===== src/rtl/mvsm_pkg.sv =====
`timescale 1ns / 1ps
// ----------------------------------------------------------------------------
// mvsm_pkg
// Shared constants, register indexes and word types of the stereo voice mixer.
// ----------------------------------------------------------------------------
package mvsm_pkg;

    localparam int MAX_VOICES         = 4;
    localparam int DEF_VOICE_COUNT    = 4;
    localparam int DEF_POSITION_BITS  = 24;
    localparam int DEF_QUEUE_DEPTH    = 4;

    localparam int VOICE_W    = 2;
    localparam int SAMPLE_W   = 16;
    localparam int VOLUME_W   = 8;
    localparam int LENGTH_W   = 24;
    localparam int CFG_ADDR_W = 3;
    localparam int CFG_DATA_W = 32;

    // register indexes on the configuration port
    localparam logic [CFG_ADDR_W-1:0] REG_VOLUMES   = 3'd0;
    localparam logic [CFG_ADDR_W-1:0] REG_PLAY_MASK = 3'd1;
    localparam logic [CFG_ADDR_W-1:0] REG_LENGTH0   = 3'd2;

    // classified item handed from front to back
    typedef struct packed {
        logic                       hit;
        logic [VOLUME_W-1:0]        vol;
        logic signed [SAMPLE_W-1:0] lsample;
        logic signed [SAMPLE_W-1:0] rsample;
        logic                       last;
    } mvsm_word_t;

    // finished frame
    typedef struct packed {
        logic signed [SAMPLE_W-1:0] lmix;
        logic signed [SAMPLE_W-1:0] rmix;
        logic                       active;
    } mvsm_result_t;

endpackage


===== src/rtl/multi_voice_saturating_mixer_top.sv =====
`timescale 1ns / 1ps
// frame_end to empty: registered in the word queue, stages a and b, result queue
// throughput: one word per cycle unless a frame waits on a full result queue; the
// multiply, divide-by-255 and clamp stages each take a word every cycle
// reset: asynchronous, clears volumes, play mask, lengths, positions, sums and queues
// ----------------------------------------------------------------------------
// multi_voice_saturating_mixer_top
// Four-voice stereo 16-bit mixer with per-voice volume and saturating sums.
// ----------------------------------------------------------------------------
module multi_voice_saturating_mixer_top
    import mvsm_pkg::*;
#(
    parameter int VOICE_COUNT   = DEF_VOICE_COUNT,
    parameter int POSITION_BITS = DEF_POSITION_BITS
)
(
    input  logic                       clk,
    input  logic                       rst_n,
    input  logic                       cfg_we,
    input  logic [CFG_ADDR_W-1:0]      cfg_addr,
    input  logic [CFG_DATA_W-1:0]      cfg_wdata,
    input  logic                       push,
    output logic                       full,
    input  logic [VOICE_W-1:0]         voice,
    input  logic signed [SAMPLE_W-1:0] left_in,
    input  logic signed [SAMPLE_W-1:0] right_in,
    input  logic                       frame_end,
    output logic                       empty,
    input  logic                       pop,
    output logic signed [SAMPLE_W-1:0] left_out,
    output logic signed [SAMPLE_W-1:0] right_out,
    output logic                       any_active
);

    mvsm_word_t   in_word, q_word;
    mvsm_result_t res_in, res_out;
    logic         accept;
    logic         q_empty, q_pop;
    logic         res_push, res_full;

    assign accept = push && !full;

    mvsm_front #(
        .VOICE_COUNT   (VOICE_COUNT),
        .POSITION_BITS (POSITION_BITS)
    ) u_front (
        .clk       (clk),
        .rst_n     (rst_n),
        .cfg_we    (cfg_we),
        .cfg_addr  (cfg_addr),
        .cfg_wdata (cfg_wdata),
        .accept    (accept),
        .voice     (voice),
        .left_in   (left_in),
        .right_in  (right_in),
        .frame_end (frame_end),
        .word      (in_word)
    );

    mvsm_fifo #(
        .WIDTH ($bits(mvsm_word_t)),
        .DEPTH (DEF_QUEUE_DEPTH)
    ) u_word_q (
        .clk   (clk),
        .rst_n (rst_n),
        .push  (push),
        .wdata (in_word),
        .full  (full),
        .pop   (q_pop),
        .rdata (q_word),
        .empty (q_empty)
    );

    mvsm_back u_back (
        .clk         (clk),
        .rst_n       (rst_n),
        .word        (q_word),
        .word_empty  (q_empty),
        .word_pop    (q_pop),
        .result      (res_in),
        .result_push (res_push),
        .result_full (res_full)
    );

    mvsm_fifo #(
        .WIDTH ($bits(mvsm_result_t)),
        .DEPTH (DEF_QUEUE_DEPTH)
    ) u_result_q (
        .clk   (clk),
        .rst_n (rst_n),
        .push  (res_push),
        .wdata (res_in),
        .full  (res_full),
        .pop   (pop),
        .rdata (res_out),
        .empty (empty)
    );

    assign left_out   = res_out.lmix;
    assign right_out  = res_out.rmix;
    assign any_active = res_out.active;

endmodule


===== src/rtl/mvsm_fifo.sv =====
`timescale 1ns / 1ps
// ----------------------------------------------------------------------------
// mvsm_fifo
// Small first-in first-out queue with registered storage and occupancy count.
// ----------------------------------------------------------------------------
module mvsm_fifo
    import mvsm_pkg::*;
#(
    parameter int WIDTH = 8,
    parameter int DEPTH = DEF_QUEUE_DEPTH
)
(
    input  logic             clk,
    input  logic             rst_n,
    input  logic             push,
    input  logic [WIDTH-1:0] wdata,
    output logic             full,
    input  logic             pop,
    output logic [WIDTH-1:0] rdata,
    output logic             empty
);

    localparam int PTR_W = (DEPTH > 1) ? $clog2(DEPTH) : 1;
    localparam int CNT_W = $clog2(DEPTH + 1);

    logic [WIDTH-1:0] mem_reg [DEPTH];
    logic [PTR_W-1:0] wr_ptr_reg, wr_ptr_next;
    logic [PTR_W-1:0] rd_ptr_reg, rd_ptr_next;
    logic [CNT_W-1:0] count_reg, count_next;
    logic             do_push, do_pop;

    assign full    = (count_reg == CNT_W'(DEPTH));
    assign empty   = (count_reg == '0);
    assign do_push = push && !full;
    assign do_pop  = pop && !empty;
    assign rdata   = mem_reg[rd_ptr_reg];

    always_comb
    begin
        wr_ptr_next = wr_ptr_reg;
        rd_ptr_next = rd_ptr_reg;
        count_next  = count_reg;
        if (do_push)
        begin
            wr_ptr_next = (wr_ptr_reg == PTR_W'(DEPTH - 1)) ? '0 : wr_ptr_reg + 1'b1;
        end
        if (do_pop)
        begin
            rd_ptr_next = (rd_ptr_reg == PTR_W'(DEPTH - 1)) ? '0 : rd_ptr_reg + 1'b1;
        end
        if (do_push && !do_pop)
        begin
            count_next = count_reg + 1'b1;
        end
        else if (do_pop && !do_push)
        begin
            count_next = count_reg - 1'b1;
        end
    end

    always_ff @(posedge clk or negedge rst_n)
    begin
        if (!rst_n)
        begin
            wr_ptr_reg <= '0;
            rd_ptr_reg <= '0;
            count_reg  <= '0;
        end
        else
        begin
            wr_ptr_reg <= wr_ptr_next;
            rd_ptr_reg <= rd_ptr_next;
            count_reg  <= count_next;
        end
    end

    always_ff @(posedge clk)
    begin
        if (do_push)
        begin
            mem_reg[wr_ptr_reg] <= wdata;
        end
    end

endmodule


===== src/rtl/mvsm_front.sv =====
`timescale 1ns / 1ps
// ----------------------------------------------------------------------------
// mvsm_front
// Holds configuration and play positions, decides per word whether the voice
// contributes and advances its position.
// ----------------------------------------------------------------------------
module mvsm_front
    import mvsm_pkg::*;
#(
    parameter int VOICE_COUNT   = DEF_VOICE_COUNT,
    parameter int POSITION_BITS = DEF_POSITION_BITS
)
(
    input  logic                       clk,
    input  logic                       rst_n,
    input  logic                       cfg_we,
    input  logic [CFG_ADDR_W-1:0]      cfg_addr,
    input  logic [CFG_DATA_W-1:0]      cfg_wdata,
    input  logic                       accept,
    input  logic [VOICE_W-1:0]         voice,
    input  logic signed [SAMPLE_W-1:0] left_in,
    input  logic signed [SAMPLE_W-1:0] right_in,
    input  logic                       frame_end,
    output mvsm_word_t                 word
);

    localparam int CMP_W = (POSITION_BITS > LENGTH_W) ? POSITION_BITS : LENGTH_W;

    logic [MAX_VOICES*VOLUME_W-1:0] volumes_reg;
    logic [MAX_VOICES-1:0]          mask_reg;
    logic [LENGTH_W-1:0]            length_reg [VOICE_COUNT];
    logic [POSITION_BITS-1:0]       pos_reg    [VOICE_COUNT];
    logic [VOICE_COUNT-1:0]         hit_vec;
    logic [VOLUME_W-1:0]            vol_sel;

    always_comb
    begin
        vol_sel = '0;
        for (int v = 0; v < VOICE_COUNT; v++)
        begin
            hit_vec[v] = (voice == VOICE_W'(v)) && mask_reg[v]
                         && (CMP_W'(pos_reg[v]) < CMP_W'(length_reg[v]));
            if (voice == VOICE_W'(v))
            begin
                vol_sel = volumes_reg[v*VOLUME_W +: VOLUME_W];
            end
        end
    end

    always_comb
    begin
        word.hit     = |hit_vec;
        word.vol     = vol_sel;
        word.lsample = left_in;
        word.rsample = right_in;
        word.last    = frame_end;
    end

    always_ff @(posedge clk or negedge rst_n)
    begin
        if (!rst_n)
        begin
            volumes_reg <= '0;
            mask_reg    <= '0;
        end
        else if (cfg_we)
        begin
            if (cfg_addr == REG_VOLUMES)
            begin
                volumes_reg <= cfg_wdata[MAX_VOICES*VOLUME_W-1:0];
            end
            if (cfg_addr == REG_PLAY_MASK)
            begin
                mask_reg <= cfg_wdata[MAX_VOICES-1:0];
            end
        end
    end

    // a length write rewinds the voice; otherwise an accepted hit advances it
    always_ff @(posedge clk or negedge rst_n)
    begin
        if (!rst_n)
        begin
            for (int v = 0; v < VOICE_COUNT; v++)
            begin
                length_reg[v] <= '0;
                pos_reg[v]    <= '0;
            end
        end
        else
        begin
            for (int v = 0; v < VOICE_COUNT; v++)
            begin
                if (cfg_we && (cfg_addr == REG_LENGTH0 + CFG_ADDR_W'(v)))
                begin
                    length_reg[v] <= cfg_wdata[LENGTH_W-1:0];
                    pos_reg[v]    <= '0;
                end
                else if (accept && hit_vec[v])
                begin
                    pos_reg[v] <= pos_reg[v] + 1'b1;
                end
            end
        end
    end

endmodule


===== src/rtl/mvsm_back.sv =====
`timescale 1ns / 1ps
// ----------------------------------------------------------------------------
// mvsm_back
// Scales samples by volume/255, accumulates with saturation and emits frames.
// Stages: multiply, divide by 255, accumulate and clamp.
// ----------------------------------------------------------------------------
module mvsm_back
    import mvsm_pkg::*;
(
    input  logic         clk,
    input  logic         rst_n,
    input  mvsm_word_t   word,
    input  logic         word_empty,
    output logic         word_pop,
    output mvsm_result_t result,
    output logic         result_push,
    input  logic         result_full
);

    localparam int PROD_W = SAMPLE_W + VOLUME_W + 1;
    localparam int MAG_W  = PROD_W - 1;
    localparam int CONT_W = SAMPLE_W + 1;
    localparam int ACC_W  = SAMPLE_W + 2;

    // |p| / 255 via (m * 257) >> 16, which is low by at most one, then one fixup
    function automatic logic signed [CONT_W-1:0] div255(input logic signed [PROD_W-1:0] p);
        logic [MAG_W-1:0]    mag;
        logic [31:0]         t;
        logic [15:0]         q0;
        logic [PROD_W-1:0]   rem;
        logic [CONT_W-1:0]   q;
        mag = p[PROD_W-1] ? MAG_W'(-p) : MAG_W'(p);
        t   = 32'(mag) + {mag, 8'b0};
        q0  = t[31:16];
        rem = PROD_W'(mag) + PROD_W'(q0) - {1'b0, q0, 8'b0};
        q   = CONT_W'(q0) + ((rem >= PROD_W'(255)) ? CONT_W'(1) : CONT_W'(0));
        return p[PROD_W-1] ? -$signed(q) : $signed(q);
    endfunction

    function automatic logic signed [SAMPLE_W-1:0] sat16(input logic signed [ACC_W-1:0] x);
        if (x < -ACC_W'(32768))
        begin
            return SAMPLE_W'(-32768);
        end
        else if (x > ACC_W'(32767))
        begin
            return SAMPLE_W'(32767);
        end
        return x[SAMPLE_W-1:0];
    endfunction

    logic                     stall;
    logic                     a_valid_reg, a_hit_reg, a_last_reg;
    logic signed [PROD_W-1:0] a_lprod_reg, a_rprod_reg;
    logic                     b_valid_reg, b_hit_reg, b_last_reg;
    logic signed [CONT_W-1:0] b_lc_reg, b_rc_reg;
    logic signed [SAMPLE_W-1:0] lsum_reg, lsum_next, rsum_reg, rsum_next;
    logic                     active_reg, active_next;
    logic signed [SAMPLE_W-1:0] lsum_add, rsum_add;
    logic                     active_add;
    logic signed [PROD_W-1:0] lprod, rprod;

    assign stall    = b_valid_reg && b_last_reg && result_full;
    assign word_pop = !word_empty && !stall;

    assign lprod = PROD_W'(word.lsample) * $signed({1'b0, word.vol});
    assign rprod = PROD_W'(word.rsample) * $signed({1'b0, word.vol});

    always_ff @(posedge clk or negedge rst_n)
    begin
        if (!rst_n)
        begin
            a_valid_reg <= 1'b0;
            b_valid_reg <= 1'b0;
        end
        else if (!stall)
        begin
            a_valid_reg <= word_pop;
            b_valid_reg <= a_valid_reg;
        end
    end

    always_ff @(posedge clk)
    begin
        if (!stall)
        begin
            a_hit_reg   <= word.hit;
            a_last_reg  <= word.last;
            a_lprod_reg <= lprod;
            a_rprod_reg <= rprod;
            b_hit_reg   <= a_hit_reg;
            b_last_reg  <= a_last_reg;
            b_lc_reg    <= div255(a_lprod_reg);
            b_rc_reg    <= div255(a_rprod_reg);
        end
    end

    always_comb
    begin
        lsum_add    = lsum_reg;
        rsum_add    = rsum_reg;
        active_add  = active_reg;
        if (b_hit_reg)
        begin
            lsum_add   = sat16(ACC_W'(lsum_reg) + ACC_W'(b_lc_reg));
            rsum_add   = sat16(ACC_W'(rsum_reg) + ACC_W'(b_rc_reg));
            active_add = 1'b1;
        end
        lsum_next   = lsum_reg;
        rsum_next   = rsum_reg;
        active_next = active_reg;
        if (b_valid_reg && !stall)
        begin
            lsum_next   = b_last_reg ? '0 : lsum_add;
            rsum_next   = b_last_reg ? '0 : rsum_add;
            active_next = b_last_reg ? 1'b0 : active_add;
        end
        result_push   = b_valid_reg && b_last_reg && !result_full;
        result.lmix   = lsum_add;
        result.rmix   = rsum_add;
        result.active = active_add;
    end

    always_ff @(posedge clk or negedge rst_n)
    begin
        if (!rst_n)
        begin
            lsum_reg   <= '0;
            rsum_reg   <= '0;
            active_reg <= 1'b0;
        end
        else
        begin
            lsum_reg   <= lsum_next;
            rsum_reg   <= rsum_next;
            active_reg <= active_next;
        end
    end

endmodule

===== config.mk =====
export PLATFORM = sky130hd
export DESIGN_NAME = multi_voice_saturating_mixer_top
export DESIGN_NICKNAME = d
export VERILOG_FILES = /design/src/rtl/mvsm_pkg.sv /design/src/rtl/multi_voice_saturating_mixer_top.sv /design/src/rtl/mvsm_fifo.sv /design/src/rtl/mvsm_front.sv /design/src/rtl/mvsm_back.sv
export SDC_FILE = /design/constraint.sdc
export NUM_CORES = 2
export LEC_CHECK = 0
export ABC_AREA = 1
export BUFFER_PORTS_ARGS = -buffer_cell sky130_fd_sc_hd__buf_2
export CAP_MARGIN = 20
export CORE_MARGIN = 10
export CORE_UTILIZATION = 59
export CTS_CLUSTER_DIAMETER = 40
export DETAILED_ROUTE_END_ITERATION = 10
export PLACE_DENSITY = 0.77
export SLEW_MARGIN = 40
export SYNTH_ARGS = -nofsm -noshare
export SYNTH_HDL_FRONTEND = slang
export SYNTH_HIERARCHICAL = 1
export SYNTH_SLANG_ARGS = --single-unit
export TNS_END_PERCENT = 50

===== constraint.sdc =====
create_clock -name clk -period 8.8 [get_ports clk]
set_clock_uncertainty 0.15 [all_clocks]
set_input_delay 1.32 -clock clk [delete_from_list [all_inputs] [get_ports clk]]
set_output_delay 1.32 -clock clk [all_outputs]
set_load 0.01 [all_outputs]

==> results.cfg <==
[worst_setup_path]
cp_slowest_stage_delay_ns = 0.45
cp_common_cell = nand3_1
critPathCaptureType = register
crit_type = register to register
timing.critical_path.required_ns = 9.07
type_of_origin_of_the_critical_path = register
critPathBufInv = 5
crit_fanout = 7
crit_path_top_delay_cell = fa_1
arrival_ns = 8.39
cpLargestDelayFamily = simple AND/OR/NAND/NOR gates

[yosys]
post_synth_main_area_contributors = edfxtp_1, dfrtp_1, nand2_1
synth_top_area_cell = edfxtp_1
synth-compound-area-share_pct = 8.74
syn_nets = 6919
mappedNetlistArea_um2 = 51200
yosys_register_bits = 665
synth_simple_gate_area_share_pct = 22.4
synth.distinct_cells = 65
synth-adder-area-share_pct = 17.2
async_flop_share_pct = 41.7
syn-mean-instance-area_um2 = 8.16
seq_area_frac_synth_pct = 36.3
yosys_warnings = 6
synth_edf_count = 388
syn-instance-count = 6272
synth.mux.area_fraction_pct = 0.176
post_synth_xor_area_fraction_pct = 3.86
netlist.area_leader.share_pct = 22.8
synthFlopType = edfxtp_1
largest_family_of_logic_cells_by_synthesized_area = simple AND/OR/NAND/NOR gates

[run_status]
violated_checks = design-rule violations
status = complete, but fails checks

[die]
top_level_ports = 110
die_x_um = 315
fp.dieH_um = 315
fp.coreArea_um2 = 85700
design.die.area_um2 = 98900
initial_utilization_pct = 59.7
std_cell_rows = 107

[route]
drc_errors = 1
drt-vias-per-instance = 5.34
vias = 40100
detail-route-antenna-nets = 0
wirelength_mm = 119
detail_route.first_pass.iterations = 9
drt-initial-drc-count = 3186
avg_wl_per_cell_um = 15.8

[global_routing]
grt_pass1_wl_mm = 197
first_global_vias = 39100
grt-ovfl-total = 0
grt_antenna_before_repair = 2
grt_max_degree = 153
track_usage_pct = 23.9

[placed_design]
hpwl_mm = 87.9
dp.cells = 7338
io_buffer_count = 109
finalWeightedCongestion = 0.934
placedInstanceArea_um2 = 52300
placement.setup.worst_slack_ns = 0.379

[cts]
cts_hold_buf = 0
cts_root_buf = clkbuf_16
tritoncts = built
clkLatencyLatePin_ns = 0.67
htree_num_levels = 3
numCtsBuffers = 90
cts-root-to-sink-buffers = 3
cts.sink_count = 665
worst_setup_hold_path_clk_slew_ns = 0.05

[final_layout]
final_common_cell = nand2_1
final_net_count = 6940
multiInputGateArea_um2 = 27000
fraction_of_final_layout_cells_sized_beyond_drive_strength_1_pct = 10.1
layout.cell_area.non_filler_um2 = 55600
num-fill-cells = 7072
largest_reg_flops = 168
instances_no_fill = 7515
layout.cells.most_common_list = nand2_1, inv_1, edfxtp_1
area.growth.synth_to_final_pct = 8.66
area.sequential_um2 = 18600

[timing]
worstMarginPinSlew_ns = 0.864
final_min_period_over_clock_period_pct = 92.3
max_clock_freq_mhz = 123
setup-violations-final = 0
max_slew_margin_pct = 42.3
finalCriticalPeriod_ns = 8.12
hold_viol = 0
slew_violations = 0
final_setup_slack_of_the_worst_path_ns = 0.681

[flow_run]
cap_viol_max_count = 0

[min_path]
min_path_type = register to register
[layer usage]
| layer | up-vias | global-route usage, % | share of wire (%) |
|---|---|---|---|
| met1 | 18800 | 31.6 | 44 |
| li1 | 19900 | - | - |
| met2 | 1173 | 40.4 | 48 |
| met3 | 216 | 3.52 | 5.9 |
| met5 | - | 0 | 0.011 |
| met4 | 2 | 7.43 | 2.6 |
[metrics by stage]
step / setup TNS [ns] / utilization (%) / hold WS, ns
after detailed placement: 0 / 61.0 / 0.255
after CTS: 0 / 64.7 / 0.268
after global routing: -0.0203 / 64.9 / 0.277
after global placement: 0 / 61.0 / 0.252
final: 0 / 64.9 / 0.269
after floorplan: 0 / - / 0.250
[logic make-up after synthesis]
kind of cell / Yosys count
flip-flops: 665
buffers and inverters: 1422
adder cells (fa/ha/maj): 572
AND/OR/NAND/NOR: 2667
multiplexers: 8
XOR/XNOR: 222
AO/OA/AOI/OAI: 716
[cell type report]
type                            instances  share of cell area, %
Tap cell                             1144                   2.57
Inverter                             1198                   8.09
Clock buffer                          106                   4.25
Sequential cell                       665                   33.4
Timing Repair Buffer                  153                   1.72
Clock inverter                         63                   1.39
Multi-Input combinational cell       4185                   48.6
Antenna cell                            1                0.00450
[synth_stat cells (80+ instances only)]
cell      count
nand2_1    1675
inv_1      1152
edfxtp_1    388
nor2_1      359
ha_1        352
nand3_1     300
dfrtp_1     277
o21ai_0     229
fa_1        220
a21oi_1     179
xor2_1      156
o211ai_1     98
nand2_2      91
clkbuf_1     80
[worst reg2reg max path, delay by kind of cell, from the launching register on]
kind | cells | cell delay, ns
xor gates and xnor gates | 2 | 0.52
and+or+nand+nor | 25 | 3.15
AOI/OAI and AO/OA | 5 | 1.00
DFF | 1 | 0.43
buffers and inverters | 5 | 0.46
adders and majority gates | 7 | 2.20
[timing repair]
action	in CTS	in global routing
buffers inserted	0	5
gates resized for setup	0	25
endpoints found under the setup margin	0	22
[worst paths after layout]
kind                                                 start                                 end  slack, ns  cells after the start
max                        u_back/a_rprod_reg[0]$_DFFE_PN_       u_back/b_rc_reg[13]$_DFFE_PN_       0.68                     44
min                             u_back/a_hit_reg$_DFFE_PN_          u_back/b_hit_reg$_DFFE_PN_       0.27                      0
max reg2reg                u_back/a_rprod_reg[0]$_DFFE_PN_       u_back/b_rc_reg[13]$_DFFE_PN_       0.68                     44
min reg2reg                     u_back/a_hit_reg$_DFFE_PN_          u_back/b_hit_reg$_DFFE_PN_       0.27                      0
max in group asynchronous                            rst_n  u_word_q/rd_ptr_reg[0]$_DFFE_PN0P_       6.80                      3
min in group asynchronous                            rst_n     u_front/pos_reg[25]$_DFFE_PN0P_       0.45                      1
Power is not shown: default switching activity piles up to over one toggle a cycle in this logic, so the estimate is an artifact.
